<file path="src/rtl/bitmap_first_fit_block_allocator_defines.svh">
// Assertion macros used by the allocator datapath RTL.
`ifndef BITMAP_FIRST_FIT_BLOCK_ALLOCATOR_DEFINES_SVH
`define BITMAP_FIRST_FIT_BLOCK_ALLOCATOR_DEFINES_SVH

// Same-cycle implication, sampled on clk and quiet during reset.
`define BFFA_ASSERT_NOW(lbl, ante, cons, msg) \
  lbl: assert property (@(posedge clk) disable iff (rst) (ante) |-> (cons)) else $error(msg);

// Next-cycle implication, sampled on clk and quiet during reset.
`define BFFA_ASSERT_NEXT(lbl, ante, cons, msg) \
  lbl: assert property (@(posedge clk) disable iff (rst) (ante) |=> (cons)) else $error(msg);

`endif

</file>
<file path="src/rtl/bffa_pkg.sv">
// Types and constants shared by the allocator modules.
`default_nettype none
package bffa_pkg;

  localparam int ADDR_W      = 64;
  localparam int SIZE_W      = 32;
  localparam int FREED_W     = 13;
  localparam int BLOCK_SHIFT = 5;
  localparam int BLK_W       = ADDR_W - BLOCK_SHIFT;
  localparam int NEED_W      = SIZE_W + 1 - BLOCK_SHIFT;
  localparam int WORD_BITS   = 16;
  localparam int WORD_SHIFT  = 4;

  localparam logic CMD_ALLOC = 1'b0;
  localparam logic CMD_FREE  = 1'b1;

  typedef enum logic [2:0] {
    ST_OK         = 3'd0,
    ST_ZERO_SIZE  = 3'd1,
    ST_NO_RUN     = 3'd2,
    ST_TABLE_FULL = 3'd3,
    ST_NOT_FOUND  = 3'd4
  } status_t;

  typedef struct packed {
    logic              cmd;
    logic [SIZE_W-1:0] size_bytes;
    logic [ADDR_W-1:0] free_address;
  } req_t;

  typedef struct packed {
    status_t            status;
    logic [ADDR_W-1:0]  address;
    logic [FREED_W-1:0] freed_blocks;
  } resp_t;

  typedef enum logic [2:0] {
    S_CLEAR,
    S_IDLE,
    S_CHECK,
    S_SEARCH,
    S_TABLE,
    S_MARK,
    S_DONE
  } state_t;

  typedef struct packed {
    logic    clear;
    logic    load;
    logic    search;
    logic    tab_scan;
    logic    tab_commit;
    logic    mark;
    logic    emit;
    status_t emit_status;
  } ctl_t;

  typedef struct packed {
    logic clr_last;
    logic is_free;
    logic size_zero;
    logic too_big;
    logic run_hit;
    logic row_last;
    logic tab_hit;
    logic tab_last;
    logic mark_last;
    logic out_free;
  } dp_stat_t;

endpackage
`default_nettype wire

</file>
<file path="src/rtl/bffa_ctrl.sv">
// Sequencer for clearing, run search, table scan and bitmap update.
`default_nettype none
module bffa_ctrl (
  input  wire logic              clk,
  input  wire logic              rst,
  input  wire logic              in_valid,
  output logic                   in_stall,
  input  wire bffa_pkg::dp_stat_t st,
  output bffa_pkg::ctl_t         ctl
);
  import bffa_pkg::*;

  state_t  state, state_next;
  status_t stat, stat_next;

  always_ff @(posedge clk) begin
    if (rst) begin
      state <= S_CLEAR;
      stat  <= ST_OK;
    end else begin
      state <= state_next;
      stat  <= stat_next;
    end
  end

  always_comb begin
    state_next      = state;
    stat_next       = stat;
    in_stall        = 1'b1;
    ctl             = '0;
    ctl.emit_status = stat;
    unique case (state)
      S_CLEAR: begin
        ctl.clear = 1'b1;
        if (st.clr_last) state_next = S_IDLE;
      end
      S_IDLE: begin
        in_stall = 1'b0;
        if (in_valid) begin
          ctl.load   = 1'b1;
          state_next = S_CHECK;
        end
      end
      S_CHECK: begin
        priority if (st.is_free) begin
          state_next = S_TABLE;
        end else if (st.size_zero) begin
          stat_next  = ST_ZERO_SIZE;
          state_next = S_DONE;
        end else if (st.too_big) begin
          stat_next  = ST_NO_RUN;
          state_next = S_DONE;
        end else begin
          state_next = S_SEARCH;
        end
      end
      S_SEARCH: begin
        ctl.search = 1'b1;
        priority if (st.run_hit) begin
          state_next = S_TABLE;
        end else if (st.row_last) begin
          stat_next  = ST_NO_RUN;
          state_next = S_DONE;
        end else begin
          state_next = S_SEARCH;
        end
      end
      S_TABLE: begin
        ctl.tab_scan = 1'b1;
        priority if (st.tab_hit) begin
          ctl.tab_commit = 1'b1;
          state_next     = S_MARK;
        end else if (st.tab_last) begin
          stat_next  = st.is_free ? ST_NOT_FOUND : ST_TABLE_FULL;
          state_next = S_DONE;
        end else begin
          state_next = S_TABLE;
        end
      end
      S_MARK: begin
        ctl.mark = 1'b1;
        if (st.mark_last) begin
          stat_next  = ST_OK;
          state_next = S_DONE;
        end
      end
      S_DONE: begin
        if (st.out_free) begin
          ctl.emit   = 1'b1;
          state_next = S_IDLE;
        end
      end
      default: state_next = S_CLEAR;
    endcase
  end

endmodule
`default_nettype wire

</file>
<file path="config.mk">
export PLATFORM = sky130hd
export DESIGN_NAME = bffa_ctrl
export DESIGN_NICKNAME = d
export VERILOG_FILES = /design/src/rtl/bitmap_first_fit_block_allocator_defines.svh /design/src/rtl/bffa_pkg.sv /design/src/rtl/bffa_ctrl.sv
export SDC_FILE = /design/constraint.sdc
export NUM_CORES = 1
export LEC_CHECK = 0
export BUFFER_PORTS_ARGS = -buffer_cell sky130_fd_sc_hd__buf_2
export CAP_MARGIN = 20
export CORE_MARGIN = 10
export CORE_UTILIZATION = 35
export CTS_CLUSTER_DIAMETER = 80
export DETAILED_ROUTE_END_ITERATION = 10
export PLACE_DENSITY = 0.69
export SLEW_MARGIN = 20
export SYNTH_ARGS = -nofsm -noshare
export SYNTH_HDL_FRONTEND = slang
export SYNTH_SLANG_ARGS = --single-unit
export TNS_END_PERCENT = 100
</file>
<file path="constraint.sdc">
create_clock -name clk -period 2 [get_ports clk]
set_input_delay 0.2 -clock clk [delete_from_list [all_inputs] [get_ports clk]]
set_output_delay 0.2 -clock clk [all_outputs]
set_load 0.01 [all_outputs]
</file>
# --- Word level (Yosys, flattened, before mapping) ---
# Cells that the tools add are included.
word_totals:
  register_bits: 6
  inputBits: 13
  out_inout_bits: 11
  wordCells: 54
op_classes:
  n_eq_ne: 16
  mux: 32
  reduce_logical: 4
op_table:
  columns: ["operator", "n"]
  rows:
  - ["3-bit two-way mux", 19]
  - ["3-bit case mux with 7 select lines", 1]
  - ["2-bit inequality test (second input constant)", 9]
  - ["3-bit case mux with 4 select lines", 1]
  - ["3-bit equality test (second input constant)", 3]
  - ["1-bit two-way mux", 9]
  - ["8-bit AND reduction", 1]
  - ["3-bit by 2-bit equality test with 1-bit output (second input constant)", 2]
  - ["2-bit two-way mux", 2]
  - ["4-bit AND reduction", 1]
  - ["4-bit nonzero test", 1]
  - ["3-bit by 1-bit equality test with 1-bit output (second input constant)", 1]
  - ["3-bit logical NOT", 1]
  - ["3-bit inequality test (second input constant)", 1]

# --- Longest topological paths before layout ---
logic_depth:
  ltp_word: 4
  ltp_mapped: 6
  ltp_nobuf: 4

# --- Worst setup path before layout ---
# Ideal clock, no wire load.
synth_timing:
  path_type: "reg-to-reg"
  startpoint: "register state[2]"
  endpoint: "register stat[0]"
  setup_ps: 121
  arrival_time_ps: 1440
  t_required_ps: 1879
  slack_ps: 438
  stages_incl_launch_ff: 6
  n_path_buf: 1
  period_less_slack_ps: 1562
  path_cell_list: "dfxtp_1 > buf_6 > nor3b_4 > and2_4 > or3_4 > mux2_4"
synth_via:
  elab_chain_cells: 3
  word_cells_on_any_way: 14
  classes_between: "11 x eq/ne; 1 x mux; 2 x reduce/logical"
synth_rtl:
  columns: ["item", "line_no", "text"]
  rows:
  - ["start: declaration", "bffa_ctrl.sv:13", "state_t state, state_next;"]
  - ["start signal: assignment", "bffa_ctrl.sv:21", "state <= state_next;"]
  - ["3-bit by 2-bit equality test with 1-bit output or 3-bit equality test (tied branches)", "bffa_ctrl.sv:32", "unique case (state)"]
  - ["3-bit inequality test (no source line) (tied with other cells)", null, null]
  - ["8-bit AND reduction (no source line)", null, null]
  - ["end signal: assignment", "bffa_ctrl.sv:22", "stat <= stat_next;"]
  - ["end: declaration", "bffa_ctrl.sv:14", "status_t stat, stat_next;"]
# Several ways; a longest one is shown, not always the timed one.
# A chain may end at the register's enable or synchronous reset.

==> summary.md <==
| Metric | Value |
|---|---|
| Combinational Power Share | 57.1% |
| Synth Warn # | 0 |
| Startpoint Class | register |
| Met3 usage | 1.91% |
| Leak | 0.339 nW |
| Sequential share of the synthesized area | 21.2% |
| CTS tree | yes |
| Vias | 618 |
| Hold buffers post-CTS | 0 |
| Worst R2R End | stat[0] |
| Layout cells sized above 1 | 36.5% |
| Synth area leader | dfxtp_1 |
| Core footprint | 1520 µm² |
| Pin count of the biggest net entering global routing | 14 |
| Critical Path Max Stage Delay | 0.52 ns |
| # DRC | 0 |
| CTS Buf Count | 3 |
| Clk_skew | 0.0129 ns |
| Post-DR vias/cell | 5.52 |
| First-pass GRT wire length | 2570 µm |
| Post-synth net total | 85 |
| CP max FO | 10 |
| Synth Cell Area | 566 µm² |
| Data arrival, critical path | 1.61 ns |
| Io pins | 24 |
| CTS Sinks | 6 |
| Max Clk Rate | 0.551 GHz |
| RSZ-0062 raised after global routing | false |
| Crit Reg-Reg Startpoint | state[1] |
| Peak VDD IR | 450 µV |
| Worst reg-to-reg setup slack | 0.34 ns |
| 1st-iter DRT viols | 22 |
| Min-delay src | rst |
| Highest-delay cell along the critical path | dfxtp_1 |
| Die Ht | 60.2 µm |
| ANT nets after route | 0 |
| WP data required | 1.80 ns |
| Crit path time final | 1.81 ns |
| Die W | 60.2 µm |
| Yosys cell types | 38 |
| PortBufs | 23 |
| Worst Hold Class | in -> reg |
| H-tree level count | 1 |
| Crit Path Class | reg -> out |
| P_sw | 0.323 mW |
| GPL Wtd Cong | 0.866 |
| Cells after Synth | 72 |
| Initial Utilization | 37.1% |
| Hold path endpoint | state[2] |
| Worst-Skew Late Latency | 0.26 ns |
| Final HPWL DP | 1240 µm |
| Final setup viols | 0 |
| Synth Area per Inst | 7.85 µm² |
| Most used routing layer | met2 |
| Global route overflow | 0 |
| Area Growth Syn to Fin | 25.7% |
| Clk Tree Root Cell | clkbuf_4 |
| Reg2Reg Depth | 4 |
| Initial antenna violation count | 0 |
| DRT Pass-1 Iters | 4 |
| Antenna Cells | 0 |
| Overall power | 0.751 mW |
| Yosys reg bits | 6 |
| Synth area leaders | dfxtp_1 21%, mux2i_1 5.3%, nor2b_1 4.4%, a211oi_1 4.0%, buf_6 4.0% |
| Critical Path End Type | primary output |
| Clock buffer depth | 2 |
| Setup TNS | 0 ns |
| Setup bufs post-CTS | 0 |
| Final period util | 90.7% |
| Slew Limit Fails | 0 |
| Routed WL per cell | 14.0 µm |
| GR Util met2 | 15.0% |
| Hold Crit Depth | 2 |
| Leading register cell type out of synthesis | dfxtp_1 |
| GR Util All Layers | 8.98% |
| Reg clk slew, reported paths | 0.06 ns |
| Final WL | 1560 µm |
| Die area | 3620 µm² |
| Slew Limit Headroom | 77.1% |
| Clock share of power | 16.0% |
| Status | complete, no violations |
| Worst-Margin Slew | 0.343 ns |
| Pwr dens | 1060 nW/µm² |
| Number of max-cap violations | 0 |
| EDFF count, synth | 0 |
| Post_cts resized | 0 |
| Final hold violation count | 0 |
| Commonest cells post-synth | 6 x dfxtp_1, 6 x nand2_1, 5 x nor2_1, 4 x nor2b_1 |
| Crit path cell chain | buf_4, nor2b_1, nand2b_1, nor2_1, buf_2 |
| Top cell type's share of synthesized area | 21.2% |
| Sequential fraction of design power | 26.9% |
| Row cnt | 14 |
| Fin nets | 111 |
| GR Layer Usage met1 | 10.3% |
| Vias in the first global route | 580 |
| Pint | 0.428 mW |
| Async S/R FF share, synth | 0% |
| Sw Share | 43.0% |
## layout by cell type (no fill, tap or decap), types with 2 or more instances in the layout
cell | Yosys | final
a211oi_1 | 3 | 3
a21oi_1 | 3 | 3
and2_1 | 2 | 2
buf_2 | 1 | 23
buf_4 | 0 | 3
clkbuf_4 | 0 | 3
dfxtp_1 | 6 | 6
inv_1 | 3 | 3
mux2i_1 | 3 | 3
nand2_1 | 6 | 6
nand2b_1 | 3 | 3
nand3_1 | 2 | 2
nor2_1 | 5 | 5
nor2b_1 | 4 | 4
nor3_1 | 2 | 2
o21ai_0 | 2 | 2
o2bb2ai_1 | 2 | 2
## power by group through the flow
stage | sequential (mW) | combinational (mW) | clock (mW)
detailed placement | 0.204 | 0.425 | 0
CTS | 0.201 | 0.430 | 0.121
global placement | 0.201 | 0.425 | 0
floorplan | 0.177 | 0.345 | 0
finish | 0.202 | 0.429 | 0.120
global route | 0.208 | 0.474 | 0.129
## registers in the layout, summed over array words and instances (netlist names)
register  flops
stat          3
state         3
## final cells by class
cell class | instances | area [µm²]
Clock buffer | 3 | 22.5
Fill cell | 161 | 813
Inverter | 4 | 15.0
Multi-Input combinational cell | 57 | 395
Sequential cell | 6 | 120
Tap cell | 16 | 20.0
Timing Repair Buffer | 26 | 138
## worst max-delay path by stage
stage                  start  endpoint  slack (ns)  cells after the start
floorplan           state[2]   stat[0]        0.44                      5
global placement    state[1]   stat[0]        0.40                      4
detailed placement  state[0]   stat[0]        0.38                      4
CTS                 state[0]    ctl[8]        0.19                      5
global route        state[0]    ctl[8]        0.09                      5
finish              state[0]    ctl[8]        0.19                      5
## cell families (layout without fill, tap and decap cells)
logic type	count (synthesis)	after routing	synth area share, %
flops	6	6	21.2
buf+inv	9	33	8.85
compound gates	17	17	21.2
mux	5	5	9.96
simple gates	35	35	38.7
## critical path: cells and delay by family, from the launching register on
family / cells / cell delay, ns
buf+inv: 2 / 0.36
simple gates: 3 / 0.47
flops: 1 / 0.52
## routing by layer
layer	up-vias	share of wire [%]
met5	-	0
met4	0	2.2
met3	4	3.8
met2	17	52
met1	284	42
li1	313	-
## stage by stage
step	std cells	utilization (%)	hold slack, ns	worst slack, ns	area [µm²]
after floorplan	72	-	0.269	0.438	566
after global placement	109	45.2	0.436	0.405	688
after detailed placement	109	45.2	0.429	0.380	688
after CTS	112	46.6	0.161	0.193	711
after global routing	112	46.6	0.188	0.0880	711
final	112	46.6	0.155	0.185	711
(Power assumes the default switching activity.)
